[src/hw/rtl/lzd_pkg.sv]
package lzd_pkg;

   localparam int WINDOW_SIZE = 4096;
   localparam int WIN_AW      = $clog2(WINDOW_SIZE);
   localparam int FILL_W      = WIN_AW + 1;
   localparam logic [WIN_AW-1:0] WIN_START = WIN_AW'(12'hFEE);
   localparam int LEN_BIAS    = 3;
   localparam int REM_W       = 5;

   localparam int FIFO_DEPTH  = 4;
   localparam int FIFO_AW     = $clog2(FIFO_DEPTH);

   typedef enum logic [1:0] {
      CMD_LIT,
      CMD_MATCH,
      CMD_END
   } cmd_kind_type;

   // One decoded token handed from the parser to the copy engine.
   typedef struct packed {
      cmd_kind_type      kind;
      logic [7:0]        lit;
      logic [WIN_AW-1:0] offset;
      logic [3:0]        len_code;
      logic              stream_end;
   } cmd_type;

endpackage

[src/hw/rtl/lzd_ifs.sv]
interface lzd_req_if;
   logic       valid;
   logic       ready;
   logic [7:0] in_byte;
   logic       stream_end;

   modport source (output valid, output in_byte, output stream_end, input ready);
   modport sink   (input valid, input in_byte, input stream_end, output ready);
endinterface


[src/hw/rtl/lzd_parser.sv]
module lzd_parser
   import lzd_pkg::*;
(
   input  logic        clock,
   input  logic        reset,
   lzd_req_if.sink     req_bus,
   input  logic        cmd_full,
   output logic        cmd_push,
   output cmd_type     cmd_data
);

   logic [7:0] flag_ff, flag_in;
   logic [3:0] bit_index_ff, bit_index_in;
   logic       phase_ff, phase_in;
   logic [7:0] offset_low_ff, offset_low_in;
   logic       accept;
   logic       has_cmd;

   assign req_bus.ready = !cmd_full;

   always_comb begin
      accept        = req_bus.valid & req_bus.ready;
      flag_in       = flag_ff;
      bit_index_in  = bit_index_ff;
      phase_in      = phase_ff;
      offset_low_in = offset_low_ff;
      has_cmd       = 1'b0;

      cmd_data.kind       = CMD_END;
      cmd_data.lit        = req_bus.in_byte;
      cmd_data.offset     = {req_bus.in_byte[7:4], offset_low_ff};
      cmd_data.len_code   = req_bus.in_byte[3:0];
      cmd_data.stream_end = req_bus.stream_end;

      if (accept) begin
         if (bit_index_ff[3]) begin
            // new flag byte
            flag_in      = req_bus.in_byte;
            bit_index_in = '0;
            phase_in     = 1'b0;
         end else if (!phase_ff) begin
            if (flag_ff[bit_index_ff[2:0]]) begin
               has_cmd       = 1'b1;
               cmd_data.kind = CMD_LIT;
               bit_index_in  = bit_index_ff + 4'd1;
            end else begin
               offset_low_in = req_bus.in_byte;
               phase_in      = 1'b1;
            end
         end else begin
            has_cmd       = 1'b1;
            cmd_data.kind = CMD_MATCH;
            phase_in      = 1'b0;
            bit_index_in  = bit_index_ff + 4'd1;
         end

         // drop any partial token and start over for the next stream
         if (req_bus.stream_end) begin
            flag_in       = '0;
            bit_index_in  = 4'd8;
            phase_in      = 1'b0;
            offset_low_in = '0;
         end
      end

      cmd_push = accept & (has_cmd | req_bus.stream_end);
   end

   always_ff @(posedge clock) begin
      if (reset) begin
         flag_ff       <= '0;
         bit_index_ff  <= 4'd8;
         phase_ff      <= 1'b0;
         offset_low_ff <= '0;
      end else begin
         flag_ff       <= flag_in;
         bit_index_ff  <= bit_index_in;
         phase_ff      <= phase_in;
         offset_low_ff <= offset_low_in;
      end
   end

endmodule

[src/flat_wrapper.sv]
// flat-port wrapper written by rule: the top's interface ports become plain ports
module lzd_parser_flat import lzd_pkg::*;
  (clock, reset, cmd_full, cmd_push, cmd_data, req_bus_valid, req_bus_in_byte, req_bus_stream_end, req_bus_ready);
  lzd_req_if req_bus_i ();
  input  logic clock;
  input  logic reset;
  input  logic cmd_full;
  output logic cmd_push;
  output cmd_type cmd_data;
  input wire logic [$bits(req_bus_i.valid)-1:0] req_bus_valid;
  input wire logic [$bits(req_bus_i.in_byte)-1:0] req_bus_in_byte;
  input wire logic [$bits(req_bus_i.stream_end)-1:0] req_bus_stream_end;
  output wire logic [$bits(req_bus_i.ready)-1:0] req_bus_ready;
  assign req_bus_i.valid = req_bus_valid;
  assign req_bus_i.in_byte = req_bus_in_byte;
  assign req_bus_i.stream_end = req_bus_stream_end;
  assign req_bus_ready = req_bus_i.ready;
  lzd_parser u_core (.clock(clock), .reset(reset), .req_bus(req_bus_i), .cmd_full(cmd_full), .cmd_push(cmd_push), .cmd_data(cmd_data));
endmodule
[config.mk]
export PLATFORM = sky130hd
export DESIGN_NAME = lzd_parser_flat
export DESIGN_NICKNAME = d
export VERILOG_FILES = /design/src/hw/rtl/lzd_pkg.sv /design/src/hw/rtl/lzd_ifs.sv /design/src/hw/rtl/lzd_parser.sv /design/src/flat_wrapper.sv
export SDC_FILE = /design/constraint.sdc
export NUM_CORES = 1
export LEC_CHECK = 0
export ABC_AREA = 1
export CAP_MARGIN = 20
export CORE_ASPECT_RATIO = 0.9
export CORE_UTILIZATION = 45
export DETAILED_ROUTE_END_ITERATION = 10
export DONT_BUFFER_PORTS = 1
export GPL_ROUTABILITY_DRIVEN = 0
export PLACE_DENSITY = 0.64
export SKIP_CTS_REPAIR_TIMING = 1
export SLEW_MARGIN = 10
export SYNTH_ARGS = -nofsm -noshare
export SYNTH_HDL_FRONTEND = slang
export SYNTH_SLANG_ARGS = --single-unit
[constraint.sdc]
create_clock -name clock -period 3.3 [get_ports clock]
set_clock_uncertainty 0.2 [all_clocks]
set_input_delay 0.33 -clock clock [delete_from_list [all_inputs] [get_ports clock]]
set_output_delay 0.33 -clock clock [all_outputs]
set_load 0.02 [all_outputs]
Word level (Yosys, flattened, before mapping)
Cells that the tools add are included.
{"block": "totals", "elab_cells": 43, "in_bits": 13, "reg_bits": 21, "out_inout_bits": 29}
{"block": "classes", "reduce_logical": 6, "magnitude_cmp": 1, "n_eq_ne": 3, "bitwise_logic": 3, "n_mux": 24, "addsub": 1}
{"operator": "8-bit two-way mux", "count": 6}
{"operator": "4-bit two-way mux", "count": 4}
{"operator": "1-bit two-way mux", "count": 9}
{"operator": "2-bit two-way mux", "count": 4}
{"operator": "2-bit != test, second input constant", "count": 3}
{"operator": "4-bit by 1-bit adder with 4-bit output, second input constant", "count": 1}
{"operator": "3-bit by 4-bit < comparator with 1-bit output, second input constant", "count": 1}
{"operator": "2-bit AND reduction", "count": 2}
{"operator": "4-bit AND reduction", "count": 1}
{"operator": "4-bit nonzero test", "count": 1}
{"operator": "1-bit binary-select mux with 3-bit select", "count": 1}
{"operator": "1-bit bitwise AND", "count": 2}
{"operator": "2-bit nonzero test", "count": 1}
{"operator": "1-bit zero test", "count": 1}
{"operator": "1-bit OR", "count": 1}

Longest topological paths before layout
{"block": "logic_depth", "depth_word": 8, "mapped_depth": 9, "mapped_depth_nobuf": 9}

Worst setup path after synthesis
Ideal clock, no wire load.
{"block": "synth_timing", "path_kind": "reg2out", "from": "register u_core.bit_index_ff[0]", "to": "output cmd_push", "n_path_buf": 0, "arrival_ns": 1.116, "stages_incl_launch_ff": 8, "required_time_ns": 2.770, "setup_slack_ns": 1.654, "cell_sequence": "dfxtp_1 > inv_2 > nand2_1 > nand3_2 > nand3_4 > nand3_4 > nand2_2 > nand2_2"}
{"block": "synth_between", "elab_chain_len": 8}
{"element": "start: declaration", "line": "lzd_parser.sv:13", "rtl": "logic [3:0] bit_index_ff, bit_index_in;"}
{"element": "start signal: assignment", "line": "lzd_parser.sv:77", "rtl": "bit_index_ff <= bit_index_in;"}
{"element": "1-bit binary-select mux with 3-bit select", "line": "lzd_parser.sv:42", "rtl": "if (flag_ff[bit_index_ff[2:0]]) begin"}
{"element": "1-bit two-way mux (implied by the code)", "line": "lzd_parser.sv:42"}
{"element": "1-bit two-way mux", "line": "lzd_parser.sv:42"}
{"element": "1-bit two-way mux", "line": "lzd_parser.sv:41", "rtl": "end else if (!phase_ff) begin"}
{"element": "1-bit two-way mux", "line": "lzd_parser.sv:36", "rtl": "if (bit_index_ff[3]) begin"}
{"element": "1-bit two-way mux", "line": "lzd_parser.sv:35", "rtl": "if (accept) begin"}
{"element": "1-bit OR", "line": "lzd_parser.sv:66", "rtl": "cmd_push = accept & (has_cmd | req_bus.stream_end);"}
{"element": "1-bit bitwise AND", "line": "lzd_parser.sv:66"}
{"element": "end: declaration", "line": "flat_wrapper.sv:8", "rtl": "output logic cmd_push;"}
Every way passes these cells. The select of a mux whose other input is x is not followed.

Worst setup path in the final report
{"block": "layout_timing", "from": "register u_core.bit_index_ff[3]", "to": "register u_core.flag_ff[1]"}
{"block": "layout_between", "elab_chain_len": 2}
{"element": "2-bit nonzero test (no source line)"}
{"element": "2-bit AND reduction (no source line)"}
{"element": "end signal: assignment", "line": "lzd_parser.sv:76", "rtl": "flag_ff <= flag_in;"}
{"element": "end: declaration", "line": "lzd_parser.sv:12", "rtl": "logic [7:0] flag_ff, flag_in;"}
Every way passes these cells.
A chain may end at the register's enable or synchronous reset.

==> flow_summary.ini <==
[floorplanning]
rows = 17
fp.dieArea_um2 = 3070
fp.dieW_um = 58.3
pin_count = 42
initial_utilization = 0.498
core_um2 = 2570
die_h_um = 52.6

[synthesis]
netlist_area_um2 = 1280
ys_types = 23
synth_cells = 178
ys.warnings.count = 0
synth_seq_area_share = 0.328
ys_seq_elements = 21
synth-simple-area-share = 0.406
synth.net_count = 192
synth_mux_area_frac = 0
yosys.area_share.xor_xnor = 0
synth_compound_area_frac = 0.0761
synth_top_family_by_area = simple AND/OR/NAND/NOR gates
avgSynthCellArea_um2 = 7.20
synthAdderAreaFrac = 0.00976

[critical_path]
cpMaxStageDelayCell = nor2_1
crit_family = buffers and inverters
r2r_slack_ps = 910
crit_type = reg -> reg
r2r_start = u_core.bit_index_ff[3]$_SDFFE_PP1P_
critical_path_buf_inv_count = 2
cp_max_fo = 13
crit_path_end_kind = flop
crit_path_start_kind = flop
r2r_end = u_core.flag_ff[1]$_SDFFE_PP0P_
crit_top_cell = nor2_1
critical_path.max_stage_delay_ps = 550
crit_cells = 6
crit_arrival_ps = 2410
crit_required_ps = 3310
path_cells = nor2_1 -> nor2_1 -> inv_1 -> nand2_1 -> a21oi_1 -> dlygate4sd3_1
rr_worst_depth = 6

[sta]
worst_pin_slew_ps = 689
rsz0062_at_grt = no
finalSetupViolCount = 0
fmax_mhz = 418
drv_slew = 0
worst_hold_slack_ps = -9.01
fin_setup_tns_ps = 0
layout_min_cycle_time_ps = 2390
finalCritPeriodShare = 0.726
relSlewSlack = 0.539
hold_viol = 1

[place]
place_area_um2 = 1180
numPortBuffers = 0
dp.final_hpwl_um = 2000
placedCellCount = 195

[route]
drc = 0
ant_nets = 0
vias_per_cell = 4.97
wl_per_cell_um = 13.0
first_pass_iters = 4
first_iter_violations = 42
vias = 1019
wl_um = 2660

[finish]
post-route-util = 0.493
final_area_um2 = 1270
nets = 182
final_cells = 205
area_delta_synth_final_pct = -1.07
drive_gt1_frac = 0.162
final_common_cell = nor2_1
layout_common_cells = 32 x nor2_1, 30 x nand2_1, 21 x inv_1, 21 x dfxtp_1
antenna_cells = 0

[power]
p_leak_nw = 0.587
pwr_density_cell_nw_per_um2 = 386
vdd_drop_max_mv = 0.241

[clock_tree]
clock_path_buffers = 2
cts_buffers = 3
ctsRootBufferMaster = clkbuf_4
cts_tree = yes
cts_num_sinks = 21
clk_pin_slew_ps = 120
clkLatencyLatePin_ps = 310
h-tree-depth = 1

[outcome]
violations = negative hold slack
status = finished, violations left

[hold_path]
hold_start = req_bus_in_byte[2]
hold_end = u_core.flag_ff[2]$_SDFFE_PP0P_
hold_depth = 2
hp-class = in -> reg

[grt]
grt_pass1_vias = 996
antenna_found_initial = 0
grt_overflow = 0
grt_pass1_wl_um = 4540
grt.total_usage = 0.196
grt_max_degree = 21

[run]
maxCapViolCount = 0
==> area by class of cell <==
class,count,area (um^2)
repair buffers,6,60.1
clock buffers,3,22.5
clock inverters,1,5.00
well taps,38,47.5
fillers,269,1310
inverters,22,82.6
flip-flops and latches,21,420
multi-input cells,114,631
==> registers in the layout, summed over array words and instances, names as in the netlist <==
signal,cells
u_core.phase_ff,1
u_core.bit_index_ff,4
u_core.offset_low_ff,8
u_core.flag_ff,8
==> stage by stage <==
step	setup slack (ps)	hold WS (ps)	total power, mW
2_1_floorplan	1650	199	0.382
3_3_place_gp	1430	202	0.359
3_5_place_dp	1330	205	0.363
4_1_cts	1110	-140	0.488
5_1_grt	729	15.6	0.515
6_report	906	-9.01	0.489
==> power by group <==
| group | leakage (nW) | internal [mW] | switching, mW |
|---|---|---|---|
| registers | 0.172 | 0.268 | 0.0179 |
| logic | 0.397 | 0.0273 | 0.0488 |
| clock network | 0.0177 | 0.0453 | 0.0818 |
==> worst max-delay path by stage <==
| stage | startpoint | to |
|---|---|---|
| after floorplan | u_core.bit_index_ff[0]$_SDFFE_PP0P_ | cmd_push |
| after global placement | cmd_full | u_core.bit_index_ff[2]$_SDFFE_PP0P_ |
| after detailed placement | cmd_full | u_core.bit_index_ff[1]$_SDFFE_PP0P_ |
| after CTS | u_core.bit_index_ff[0]$_SDFFE_PP0P_ | cmd_push |
| after global routing | u_core.bit_index_ff[3]$_SDFFE_PP1P_ | u_core.flag_ff[1]$_SDFFE_PP0P_ |
| final | u_core.bit_index_ff[3]$_SDFFE_PP1P_ | u_core.flag_ff[1]$_SDFFE_PP0P_ |
==> Yosys cell counts <==
library cell / n / area (um^2)
nor2_1: 32 / 120
nand2_1: 30 / 113
dfxtp_1: 21 / 420
inv_1: 21 / 78.8
buf_4: 18 / 135
nand2_2: 7 / 43.8
o21ai_0: 7 / 35.0
a21oi_1: 6 / 30.0
nand3_1: 6 / 30.0
nand4_1: 6 / 37.5
nand3_2: 4 / 40.0
nand3_4: 4 / 70.1
nor2_2: 3 / 18.8
nor3_1: 3 / 15.0
buf_2: 2 / 10.0
clkbuf_1: 1 / 3.75
ha_1: 1 / 12.5
inv_2: 1 / 3.75
nand2_4: 1 / 11.3
nand4_4: 1 / 21.3
o21ai_1: 1 / 5.00
o21ai_2: 1 / 8.76
o21bai_4: 1 / 18.8
==> routing by layer <==
metal  track usage  vias to the layer above  wire length, um
met1         0.237                      471             1230
li1              -                      518                -
met3        0.0642                        2              174
met2         0.339                       28             1240
met4        0.0397                        0               11
met5             0                        -                0
==> kinds of logic (layout without fill, tap and decap cells) <==
family | count (synthesis) | in the layout
AND/OR/NAND/NOR | 97 | 97
flip-flops | 21 | 21
buffers and inverters | 43 | 32
AO/OA/AOI/OAI | 16 | 16
adder cells (fa/ha/maj) | 1 | 1
(Power assumes the default switching activity.)
