<file path="config.mk">
export PLATFORM = sky130hd
export DESIGN_NAME = lzd_cmd_fifo
export DESIGN_NICKNAME = d
export VERILOG_FILES = /design/src/hw/rtl/lzd_pkg.sv /design/src/hw/rtl/lzd_cmd_fifo.sv
export SDC_FILE = /design/constraint.sdc
export NUM_CORES = 1
export LEC_CHECK = 0
export BUFFER_PORTS_ARGS = -buffer_cell sky130_fd_sc_hd__buf_2
export CAP_MARGIN = 20
export CELL_PAD_IN_SITES_DETAIL_PLACEMENT = 1
export CELL_PAD_IN_SITES_GLOBAL_PLACEMENT = 2
export CORE_UTILIZATION = 47
export CTS_CLUSTER_DIAMETER = 40
export DETAILED_ROUTE_END_ITERATION = 10
export MAX_ROUTING_LAYER = met4
export PLACE_DENSITY = 0.81
export SYNTH_ARGS = -nofsm -noshare
export SYNTH_HDL_FRONTEND = slang
export SYNTH_SLANG_ARGS = --single-unit
</file>
<file path="constraint.sdc">
create_clock -name clock -period 3.5 [get_ports clock]
set_clock_uncertainty 0.2 [all_clocks]
set_input_delay 0.7 -clock clock [delete_from_list [all_inputs] [get_ports clock]]
set_output_delay 0.7 -clock clock [all_outputs]
set_load 0.01 [all_outputs]
</file>
<file path="src/hw/rtl/lzd_pkg.sv">
package lzd_pkg;

   localparam int WINDOW_SIZE = 4096;
   localparam int WIN_AW      = $clog2(WINDOW_SIZE);
   localparam int FILL_W      = WIN_AW + 1;
   localparam logic [WIN_AW-1:0] WIN_START = WIN_AW'(12'hFEE);
   localparam int LEN_BIAS    = 3;
   localparam int REM_W       = 5;

   localparam int FIFO_DEPTH  = 4;
   localparam int FIFO_AW     = $clog2(FIFO_DEPTH);

   typedef enum logic [1:0] {
      CMD_LIT,
      CMD_MATCH,
      CMD_END
   } cmd_kind_type;

   // One decoded token handed from the parser to the copy engine.
   typedef struct packed {
      cmd_kind_type      kind;
      logic [7:0]        lit;
      logic [WIN_AW-1:0] offset;
      logic [3:0]        len_code;
      logic              stream_end;
   } cmd_type;

endpackage

</file>
<file path="src/hw/rtl/lzd_cmd_fifo.sv">
module lzd_cmd_fifo
   import lzd_pkg::*;
(
   input  logic    clock,
   input  logic    reset,
   input  logic    push,
   input  cmd_type push_data,
   output logic    full,
   input  logic    pop,
   output cmd_type head,
   output logic    empty
);

   cmd_type              entry_ff [FIFO_DEPTH];
   logic [FIFO_AW-1:0]   wr_ptr_ff, wr_ptr_in;
   logic [FIFO_AW-1:0]   rd_ptr_ff, rd_ptr_in;
   logic [FIFO_AW:0]     count_ff, count_in;
   logic                 do_push;
   logic                 do_pop;

   always_comb begin
      full      = (count_ff == (FIFO_AW+1)'(FIFO_DEPTH));
      empty     = (count_ff == '0);
      head      = entry_ff[rd_ptr_ff];
      do_push   = push & !full;
      do_pop    = pop & !empty;
      wr_ptr_in = do_push ? wr_ptr_ff + 1'b1 : wr_ptr_ff;
      rd_ptr_in = do_pop ? rd_ptr_ff + 1'b1 : rd_ptr_ff;
      count_in  = count_ff;
      if (do_push && !do_pop) begin
         count_in = count_ff + 1'b1;
      end else if (do_pop && !do_push) begin
         count_in = count_ff - 1'b1;
      end
   end

   always_ff @(posedge clock) begin
      if (reset) begin
         wr_ptr_ff <= '0;
         rd_ptr_ff <= '0;
         count_ff  <= '0;
      end else begin
         wr_ptr_ff <= wr_ptr_in;
         rd_ptr_ff <= rd_ptr_in;
         count_ff  <= count_in;
      end
   end

   always_ff @(posedge clock) begin
      if (do_push) begin
         entry_ff[wr_ptr_ff] <= push_data;
      end
   end

endmodule

</file>
* Word level (Yosys, flattened, before mapping) *
Memories as Yosys holds them, arrays and structs flattened. A register that Yosys moved wholly into a read port is not among the register bits.
Cells that the tools add are included.
Widths: inputs -> output; s select.

storage, ports and cells
  bits in registers = 7
  memory bits (writable) = 108
  input bits = 31
  output and inout bits = 29
  logic and storage cells = 25
  memories = 1

memory list
  name      words  width  rd ports  clocked after Yosys merged registers in  wr ports  line                source
  entry_ff  4      27     1         1                                        1         lzd_cmd_fifo.sv:14  cmd_type entry_ff [FIFO_DEPTH];

cells by class
  add/subtract/negate cells = 4
  equal/unequal tests = 1
  mux-type cells = 6
  bitwise gates (word level) = 2
  reductions and logical operators = 8

operators with widths
  kind                 number
  $mux 3               2
  $add 2x1->2 const B  2
  $logic_not 1->1      4
  $mux 2               2
  $add 3x1->3 const B  1
  $eq 3x3->1 const B   1
  $logic_not 3->1      1
  $sub 3x1->3 const B  1
  $and 1x1->1          2
  $logic_and 1x1->1    2
  $mux 1               2
  $reduce_bool 2->1    1

* Longest topological paths before layout *
Gate-level depths: netlist of the first run.

  word-level depth = 7
  gate-level depth with buffers = 8
  mapped depth without buffers = 8

* Worst setup path after synthesis of the first run *
No wires, ideal clock.

  kind = input -> register
  from = input push
  to = register count_ff[2]
  setup time = 0.070 ns
  arrival = 2.096 ns
  required time = 3.230 ns
  slack = 1.134 ns
  cell stages on the path = 8
  buffers on the path = 0
  path through = inv_1 -> nor2_2 -> ha_1 -> inv_1 -> fa_1 -> xor2_1 -> or3_1 -> a21oi_1

on the way
  longest elaborated chain between the ends = 4
  elaborated cells between the ends (all ways) = 6
  classes of those cells = mux: 1; bitwise: 1; reduce/logical: 4

RTL lines
  what                                line                source
  from (decl)                         lzd_cmd_fifo.sv:6   input logic push,
  $and 1x1->1 *                       lzd_cmd_fifo.sv:25  do_push = push & !full;
  net do_push                         lzd_cmd_fifo.sv:18  logic do_push;
  $logic_not 1->1                     lzd_cmd_fifo.sv:32  end else if (do_pop && !do_push) begin
  $logic_and 1x1->1                   lzd_cmd_fifo.sv:32
  $reduce_bool 2->1 (no source line)  --
  to (signal assigned)                lzd_cmd_fifo.sv:45  count_ff <= count_in;
  to (decl)                           lzd_cmd_fifo.sv:17  logic [FIFO_AW:0] count_ff, count_in;

The timed path passes the listed nets; every way through them passes the cells marked *.
A chain may end at the register's enable or synchronous reset.

==> results.py, run 1 <==
metrics = {
    "setup_path": {
        "critPathRequiredTime_ns": 2.60,
        "cp_max_fo": 19,
        "endpoint_kind": "output port",
        "worstPathArrival_ns": 2.01,
        "critPathKind": "reg2out",
        "r2r_slack_ns": 1.17,
        "startpoint_type": "flip-flop",
    },
    "global_route": {
        "gr-total-overflow": 0,
        "grt_pass1_vias": 2311,
        "grt_usage_pct": 19.18,
        "antenna_found_initial": 0,
        "grt_first_pass_wirelength_um": 12650,
        "grt_max_degree": 28,
    },
    "synth": {
        "synthesis.area_sq_um": 4388,
        "synth_edf_count": 108,
        "synth_area_leaders": "edfxtp_1 74%, mux4_2 14%, dfxtp_1 4.1%, ha_1 1.4%, buf_12 0.91%",
        "yosys_warnings": 0,
        "synth-simple-area-share_pct": 2.110,
        "synth_top_area_share_pct": 73.91,
        "muxShareOfSynthArea_pct": 14.31,
        "synth_area_per_cell_sq_um": 23.22,
        "synth_top_family_by_area": "multiplexers",
        "synthXorXnorAreaFrac_pct": 0.7984,
        "synth-main-ff-cell": "edfxtp_1",
        "ys_types": 23,
        "ys_seq_area_share_pct": 78.02,
        "yosysMostFrequentCell": "edfxtp_1",
        "synth_seq_cells": 117,
        "synth.cells.most_frequent": "108 x edfxtp_1, 27 x mux4_2, 9 x dfxtp_1",
        "syn_nets": 226,
        "synth_compound_area_share_pct": 0.9410,
        "syn_inst": 189,
        "yosysTopAreaCell": "edfxtp_1",
        "synth_fa_ha_area_share_pct": 1.882,
        "async_reset_ff_share_pct": 0,
    },
    "detailed_routing": {
        "ant_nets": 0,
        "firstDrtPassIters": 4,
        "drc": 0,
        "avgRoutedWirePerCell_um": 21.12,
        "vias": 2082,
        "wirelength_um": 8173,
        "routed_via_density": 5.380,
        "drtIter0Drc": 66,
    },
    "floorplanning": {
        "core_sq_um": 8891,
        "ioPinCount": 60,
        "rows": 34,
        "die_x_um": 98.63,
        "dieArea_sq_um": 9727,
        "start_util_pct": 49.35,
        "fp.dieH_um": 98.63,
    },
    "timing": {
        "fin_crit_ns": 2.912,
        "worst_slew_pin_slew_ns": 0.5442,
        "finalCritPeriodShare_pct": 83.19,
        "slew_violations": 0,
        "setup_viol": 0,
        "final.setup.tns_ns": 0,
        "fmax_ghz": 0.3435,
        "max_slew_margin_pct": 63.72,
        "rsz0062_at_grt": "false",
        "hold_viol_final": 0,
    },
    "power": {
        "p_int_w": 0.003140,
        "power_frac_comb_pct": 19.9,
        "switchingPower_w": 0.001133,
        "power_frac_clock_pct": 38.3,
        "power.leakage_nw": 1.876,
        "vdd_ir_drop_max_mv": 0.3353,
        "seqPwrFrac_pct": 41.8,
        "power_w": 0.004273,
        "swShare_pct": 26.53,
        "p_per_area_nw_per_um2": 789.1,
    },
    "clocking": {
        "path_clk_slew_ns": 0.06,
        "ctsResizeCount": 0,
        "cts_max_level": 4,
        "worst_skew_pair.late_latency_ns": 0.50,
        "post_cts_buffers": 0,
        "numCtsBuffers": 17,
        "cts_tree": "done",
        "ctsHoldBuffers": 0,
        "numClockSinks": 117,
        "cts-root-buf": "clkbuf_8",
        "clock_path_buffers": 2,
    },
    "cells_and_area": {
        "fin_area_sq_um": 5415,
        "antenna_cells": 0,
        "drive_gt1_share_pct": 45.16,
        "fillers": 772,
        "finish.utilization_pct": 60.91,
        "syn2layout_area_growth_pct": 23.41,
        "nets": 303,
    },
    "placement": {
        "post-dp-hpwl_um": 4969,
        "port_buffers": 59,
        "placed_area_sq_um": 4845,
        "place_congestion": 0.6767,
    },
    "min_path": {
        "min_path_type": "in2reg",
    },
    "status": {
        "outcome": "complete, no violations",
    },
    "run": {
        "drv_cap": 0,
    },
}
-- through the flow --
stage	setup slack (ns)	hold WS, ns	cells
detailed placement	0.9232	0.3132	355
finish	0.5884	0.2092	387
global route	0.4657	0.1929	387
global placement	0.9681	0.3061	355
floorplan	1.134	0.2818	189
CTS	0.5169	0.1844	387
-- cells by family (layout without fill, tap and decap cells) --
| group | after synthesis | in the layout |
|---|---|---|
| buffers and inverters | 11 | 101 |
| AO/OA/AOI/OAI | 6 | 6 |
| adder cells (fa/ha/maj) | 6 | 6 |
| multiplexers | 29 | 29 |
| flip-flops | 117 | 117 |
| AND/OR/NAND/NOR | 16 | 16 |
| XOR/XNOR | 4 | 4 |
-- area by class of cell --
cell class / instances / area, sq um / area share (%)
sequential: 117 / 3425 / 63.24
multi-input combinational: 61 / 879.6 / 16.24
clock buffer: 17 / 414.1 / 7.648
timing repair buffer: 65 / 390.4 / 7.209
clock inverter: 15 / 156.4 / 2.888
tap: 108 / 135.1 / 2.495
inverter: 4 / 15.01 / 0.2773
-- sequential cells by signal, summed over array words and instances, names as in the netlist, named ones only --
| name | count |
|---|---|
| entry_ff | 108 |
| count_ff | 3 |
| rd_ptr_ff | 2 |
| wr_ptr_ff | 2 |
-- final timing paths --
kind | from | to | cells after the start
setup / recovery | flip-flop | head[15] | 3
hold / removal | push_data[21] | entry_ff[2][21] | 1
setup reg to reg | count_ff[0] | count_ff[2] | 8
hold reg to reg | wr_ptr_ff[1] | wr_ptr_ff[1] | 2
-- cells in the final DEF, fill, tap and decap left out, drive strengths merged, types with 5 or more instances in the layout --
| cell type | count |
|---|---|
| buf | 65 |
| clkbuf | 17 |
| clkinv | 5 |
| clkinvlp | 6 |
| dfxtp | 9 |
| edfxtp | 108 |
| ha | 5 |
| inv | 6 |
| mux4 | 27 |
| nor2 | 6 |
-- power groups by stage --
stage               Sequential [W]  Combinational [W]  Clock [W]
global route               0.00181           0.000920    0.00171
global placement           0.00181           0.000853          0
detailed placement         0.00182           0.000868          0
CTS                        0.00179           0.000876    0.00166
finish                     0.00179           0.000850    0.00164
floorplan                  0.00176           0.000633          0
-- metal layers --
layer  share of wire (%)  track usage [%]  vias to the layer above
li1                    -                -                      934
met1                  43            22.55                     1081
met2                  54            31.47                       61
met3                 3.2            5.674                        6
met4                0.58            7.233                        0
met5                   0                -                        -
-- critical path, stage by stage, from the launching register on --
cell and delay, ns:
dfxtp_2 0.54, buf_12 0.26, mux4_2 0.54, buf_2 0.16
Power figures use the tool's default switching activity.
==> inputs of run 2 (changes only) <==
--- a/config.mk
+++ b/config.mk
@@ -9,11 +9,11 @@
 export CAP_MARGIN = 20
 export CELL_PAD_IN_SITES_DETAIL_PLACEMENT = 1
 export CELL_PAD_IN_SITES_GLOBAL_PLACEMENT = 2
-export CORE_UTILIZATION = 47
+export CORE_UTILIZATION = 44
 export CTS_CLUSTER_DIAMETER = 40
 export DETAILED_ROUTE_END_ITERATION = 10
 export MAX_ROUTING_LAYER = met4
-export PLACE_DENSITY = 0.81
+export PLACE_DENSITY = 0.77
 export SYNTH_ARGS = -nofsm -noshare
 export SYNTH_HDL_FRONTEND = slang
 export SYNTH_SLANG_ARGS = --single-unit
==> constraint.sdc (replaced) <==
create_clock -name clock -period 2.9 [get_ports clock]
set_clock_uncertainty 0.2 [all_clocks]
set_input_delay 0.58 -clock clock [delete_from_list [all_inputs] [get_ports clock]]
set_output_delay 0.58 -clock clock [all_outputs]
set_load 0.01 [all_outputs]
==> results.py, run 2 (synthesized netlist as in run 1, its figures left out) <==
metrics = {
    "clocking": {
        "ctsHoldBuffers": 0,
        "cts_max_level": 4,
        "numCtsBuffers": 17,
        "ctsResizeCount": 0,
        "post_cts_buffers": 0,
        "cts_tree": "done",
        "worst_skew_pair.late_latency_ns": 0.50,
        "clock_path_buffers": 2,
        "path_clk_slew_ns": 0.06,
        "numClockSinks": 117,
        "cts-root-buf": "clkbuf_8",
    },
    "timing": {
        "fmax_ghz": 0.3853,
        "max_slew_margin_pct": 71.66,
        "finalCritPeriodShare_pct": 89.49,
        "setup_viol": 0,
        "final.setup.tns_ns": 0,
        "postLayoutSetupSlackWorst_ns": 0.3048,
        "slew_violations": 0,
        "worst_slew_pin_slew_ns": 0.4251,
        "fin_crit_ns": 2.595,
        "rsz0062_at_grt": "false",
        "hold_viol_final": 0,
    },
    "placement": {
        "post-dp-hpwl_um": 4573,
        "port_buffers": 59,
        "place_congestion": 0.7570,
        "place_ws_ns": 0.3626,
        "placed_area_sq_um": 4881,
    },
    "global_route": {
        "grt_pass1_vias": 2194,
        "antenna_found_initial": 0,
        "gr-usage-met1_pct": 23.05,
        "grt_first_pass_wirelength_um": 12250,
        "gr-total-overflow": 0,
        "grt_usage_pct": 17.88,
        "grt_busiest_layer": "met2",
        "grt_max_degree": 28,
        "use_met2_pct": 26.20,
        "met3_usage_pct": 5.882,
    },
    "cells_and_area": {
        "drive_gt1_share_pct": 45.52,
        "fillers": 883,
        "largestRegisters": "entry_ff x108, count_ff x3",
        "largest_register": "entry_ff",
        "final_common_cell": "edfxtp_1",
        "nets": 303,
        "multi_input_area_sq_um": 884.6,
        "fin_area_sq_um": 5514,
        "most-common-layout-cells": "108 x edfxtp_1, 59 x buf_2, 27 x mux4_2, 16 x clkbuf_16, 8 x dfxtp_1",
        "syn2layout_area_growth_pct": 25.66,
        "largest_reg_flops": 108,
        "antenna_cells": 0,
        "regArea_sq_um": 3425,
    },
    "power": {
        "switchingPower_w": 0.001292,
        "p_per_area_nw_per_um2": 982.2,
        "power_frac_clock_pct": 41.3,
        "vdd_ir_drop_max_mv": 0.5666,
        "swShare_pct": 23.85,
        "power_frac_comb_pct": 19.7,
        "p_int_w": 0.004124,
        "power.leakage_nw": 1.932,
        "seqPwrFrac_pct": 39.1,
    },
    "detailed_routing": {
        "drtIter0Drc": 81,
        "vias": 2048,
        "firstDrtPassIters": 6,
        "ant_nets": 0,
        "wirelength_um": 7889,
        "drc": 0,
        "avgRoutedWirePerCell_um": 19.15,
        "routed_via_density": 4.971,
    },
    "setup_path": {
        "critPathKind": "reg2out",
        "path_cells": "buf_12 > mux4_2 > buf_2",
        "critPathRequiredTime_ns": 2.12,
        "crit_family": "multiplexers",
        "cp_max_fo": 27,
        "cpMaxStageDelayCell": "mux4_2",
        "critPathBufInv": 2,
        "startpoint_type": "flip-flop",
        "slowest_delay_ns": 0.56,
        "endpoint_kind": "output port",
        "worstPathArrival_ns": 1.82,
    },
    "floorplanning": {
        "core_sq_um": 9729,
        "rows": 36,
        "dieArea_sq_um": 10380,
        "fp.dieH_um": 101.9,
        "ioPinCount": 60,
        "die_x_um": 101.9,
        "start_util_pct": 45.10,
    },
    "status": {
        "outcome": "complete, no violations",
    },
    "min_path": {
        "min_path_type": "in2reg",
    },
    "run": {
        "drv_cap": 0,
    },
}
-- run 2: cell types whose count changed in the layout (fill, tap and decap cells not counted) --
cell	change
clkinv_2	+4
clkbuf_1	+3
and2_1	-4
clkinv_4	-3
bufinv_16	+4
clkinvlp_4	-6
and2_2	+4
inv_6	-2
-- run 2: final timing paths --
kind	startpoint	to	slack [ns]	cells past startpoint
worst min-delay path	push_data[21]	entry_ff[2][21]	0.09	1
worst min register to register	rd_ptr_ff[1]	rd_ptr_ff[1]	0.32	2
worst max-delay path	flip-flop	head[12]	0.30	3
worst max register to register	count_ff[0]	count_ff[2]	0.52	8
-- run 2: worst reg2reg max path: cells and delay by family, from the launching register on --
| family | cells | cell delay (ns) |
|---|---|---|
| AND/OR/NAND/NOR | 3 | 0.65 |
| adder cells (fa/ha/maj) | 2 | 0.60 |
| flip-flops | 1 | 0.48 |
| XOR/XNOR | 1 | 0.16 |
| AO/OA/AOI/OAI | 1 | 0.15 |
| buffers and inverters | 1 | 0.06 |
-- run 2: power groups by stage --
stage | clock network, W | registers [W] | logic [W]
2_1_floorplan | 0 | 0.00212 | 0.000764
3_3_place_gp | 0 | 0.00214 | 0.00107
3_5_place_dp | 0 | 0.00215 | 0.00109
4_1_cts | 0.00227 | 0.00212 | 0.00110
5_1_grt | 0.00234 | 0.00213 | 0.00117
6_report | 0.00224 | 0.00212 | 0.00106
-- run 2: per-stage QoR --
stage	instances	total power [W]	util (%)	hold slack (ns)
global route	412	0.005649	56.67	0.07452
floorplan	189	0.002886	-	0.2818
global placement	380	0.003206	50.17	0.3094
finish	412	0.005416	56.67	0.09433
detailed placement	380	0.003234	50.17	0.3178
CTS	412	0.005485	56.67	0.07210
-- run 2: per-layer routing --
layer,wire (um),part of all wire (%),vias to the layer above
met2,3900,49,51
met1,3508,44,1050
met3,370,4.7,8
met5,0,0,-
li1,-,-,939
met4,109,1.4,0
-- run 2: layout make-up --
cell class,count,share of cell area [%]
repair buffers,65,7.080
well taps,133,3.018
inverters,4,0.2723
clock buffers,20,7.715
flip-flops and latches,117,62.11
multi-input cells,61,16.04
clock inverters,12,3.767
==> inputs of run 3 (changes only) <==
--- a/config.mk
+++ b/config.mk
@@ -5,15 +5,18 @@
 export SDC_FILE = /design/constraint.sdc
 export NUM_CORES = 1
 export LEC_CHECK = 0
+export ABC_AREA = 1
 export BUFFER_PORTS_ARGS = -buffer_cell sky130_fd_sc_hd__buf_2
 export CAP_MARGIN = 20
 export CELL_PAD_IN_SITES_DETAIL_PLACEMENT = 1
 export CELL_PAD_IN_SITES_GLOBAL_PLACEMENT = 2
-export CORE_UTILIZATION = 44
+export CORE_ASPECT_RATIO = 2
+export CORE_UTILIZATION = 40
 export CTS_CLUSTER_DIAMETER = 40
 export DETAILED_ROUTE_END_ITERATION = 10
 export MAX_ROUTING_LAYER = met4
 export PLACE_DENSITY = 0.77
+export SETUP_SLACK_MARGIN = 0.4
 export SYNTH_ARGS = -nofsm -noshare
 export SYNTH_HDL_FRONTEND = slang
 export SYNTH_SLANG_ARGS = --single-unit
==> results.py, run 3 <==
metrics = {
    "status": {
        "outcome": "complete, no violations",
    },
    "timing": {
        "finalCritPeriodShare_pct": 82.88,
        "fmax_ghz": 0.4160,
        "hold_viol_final": 0,
        "worst_slew_pin_slew_ns": 0.4411,
        "setup_viol": 0,
        "max_slew_margin_pct": 70.59,
        "final.setup.tns_ns": 0,
        "postLayoutSetupSlackWorst_ns": 0.4964,
        "rsz0062_at_grt": "false",
        "fin_crit_ns": 2.404,
        "slew_violations": 0,
    },
    "global_route": {
        "grt_first_pass_wirelength_um": 15970,
        "grt_pass1_vias": 3265,
        "gr-total-overflow": 0,
        "grt_max_degree": 55,
        "antenna_found_initial": 0,
        "grt_usage_pct": 19.13,
    },
    "cells_and_area": {
        "largest_register": "entry_ff",
        "largest_reg_flops": 108,
        "syn2layout_area_growth_pct": 22.27,
        "largestRegisters": "entry_ff x108, count_ff x3",
        "final_common_cell": "edfxtp_1",
        "antenna_cells": 0,
        "drive_gt1_share_pct": 26.02,
        "most-common-layout-cells": "108 x edfxtp_1, 63 x nor2_1, 59 x buf_2, 32 x o21ai_0, 27 x o22ai_1",
        "nets": 439,
    },
    "synth": {
        "yosysTopAreaCell": "edfxtp_1",
        "yosys_warnings": 0,
        "ys_types": 22,
        "syn_nets": 368,
        "synth.cells.most_frequent": "108 x edfxtp_1, 67 x nor2_1, 32 x o21ai_0",
        "synth_area_per_cell_sq_um": 13.75,
        "synth_seq_cells": 117,
        "async_reset_ff_share_pct": 0,
        "synth_top_area_share_pct": 71.27,
        "syn_inst": 331,
        "ys_seq_area_share_pct": 75.23,
        "synth_area_leaders": "edfxtp_1 71%, nor2_1 5.5%, dfxtp_1 4.0%, o22ai_1 3.7%, o21ai_0 3.5%",
        "synthesis.area_sq_um": 4551,
        "yosysMostFrequentCell": "edfxtp_1",
        "synth-main-ff-cell": "edfxtp_1",
        "synth_edf_count": 108,
    },
    "placement": {
        "post-dp-hpwl_um": 5997,
        "place_ws_ns": 0.5515,
        "place_congestion": 0.6833,
        "port_buffers": 59,
    },
    "clocking": {
        "clock_path_buffers": 2,
        "numClockSinks": 117,
        "numCtsBuffers": 17,
        "cts_tree": "done",
        "path_clk_slew_ns": 0.05,
        "worst_skew_pair.late_latency_ns": 0.40,
        "cts_max_level": 4,
        "cts-root-buf": "clkbuf_16",
    },
    "detailed_routing": {
        "drc": 0,
        "firstDrtPassIters": 4,
        "vias": 2817,
        "routed_via_density": 5.076,
        "ant_nets": 0,
        "drtIter0Drc": 92,
        "avgRoutedWirePerCell_um": 18.06,
        "wirelength_um": 10020,
    },
    "floorplanning": {
        "rows": 54,
        "dieArea_sq_um": 11830,
        "start_util_pct": 41.32,
        "die_x_um": 77.42,
        "core_sq_um": 11010,
        "ioPinCount": 60,
        "fp.dieH_um": 152.8,
    },
    "min_path": {
        "min_path_type": "in2reg",
        "holdPathStages": 1,
    },
    "power": {
        "power.leakage_nw": 2.040,
        "p_per_area_nw_per_um2": 955.1,
        "vdd_ir_drop_max_mv": 0.5905,
    },
    "setup_path": {
        "critPathKind": "reg2out",
        "worstPathArrival_ns": 1.62,
        "critPathRequiredTime_ns": 2.12,
        "r2r_cells": 9,
        "cp_max_fo": 19,
        "startpoint_type": "flip-flop",
        "endpoint_kind": "output port",
    },
    "run": {
        "drv_cap": 0,
    },
}
==> run 3: report_power, final <==
group          internal [W]  switching (W)  total (W)
sequential          0.00206      0.0000946    0.00216
combinational      0.000410       0.000769    0.00118
clock               0.00129       0.000684    0.00198
total               0.00377        0.00155    0.00531
==> run 3: through the flow <==
step                      instance area (sq um)  util, %  hold slack [ns]  total power (W)  instances
final                                      5564    50.52           0.1928         0.005315        555
after global routing                       5564    50.52           0.1811         0.005569        555
after CTS                                  5553    50.42           0.1759         0.005369        554
after detailed placement                   4965    45.08           0.2963         0.003360        522
after global placement                     4965    45.08           0.2874         0.003321        522
after floorplan                            4551        -           0.2587         0.002957        331
==> run 3: area by class of cell <==
| type | instances | area, sq um |
|---|---|---|
| Timing Repair Buffer | 68 | 374.1 |
| Tap cell | 140 | 175.2 |
| Clock inverter | 8 | 72.57 |
| Clock buffer | 24 | 504.2 |
| Fill cell | 1142 | 5449 |
| Inverter | 18 | 80.08 |
| Multi-Input combinational cell | 180 | 929.6 |
| Sequential cell | 117 | 3428 |
==> run 3: critical path: stages (launching register included) <==
cell and delay [ns]:
dfxtp_4 0.45, buf_6 0.21, o21ai_0 0.12, o22ai_1 0.25, buf_2 0.19
==> run 3: worst paths after layout <==
check        slack, ns          start              end
max               0.50      flip-flop         head[25]
min               0.19  push_data[12]  entry_ff[3][12]
max reg2reg       0.67    count_ff[1]      count_ff[1]
min reg2reg       0.30   rd_ptr_ff[0]        flip-flop
==> run 3: routing by layer <==
metal / part of all wire, % / vias up / GRT usage, %
li1: - / 1345 / -
met1: 37 / 1397 / 17.40
met2: 58 / 62 / 36.16
met3: 3.0 / 13 / 4.358
met4: 1.9 / 0 / 8.895
met5: 0 / - / -
==> run 3: cells by family (layout without fill, tap and decap cells) <==
logic type	after synthesis	after routing	share of synthesized area (%)
buffers and inverters	34	118	5.004
AND/OR/NAND/NOR	88	88	7.671
XOR/XNOR	1	1	0.1925
AO/OA/AOI/OAI	85	85	10.09
adder cells (fa/ha/maj)	6	6	1.815
flip-flops	117	117	75.23
==> run 3: what timing repair did <==
item                                   CTS  global route
hold buffers                             0             0
endpoints found under the hold margin    0             0
pin swaps                                0             0
resized for setup                        4             1
setup endpoints to repair               22             6
setup buffers                            0             1
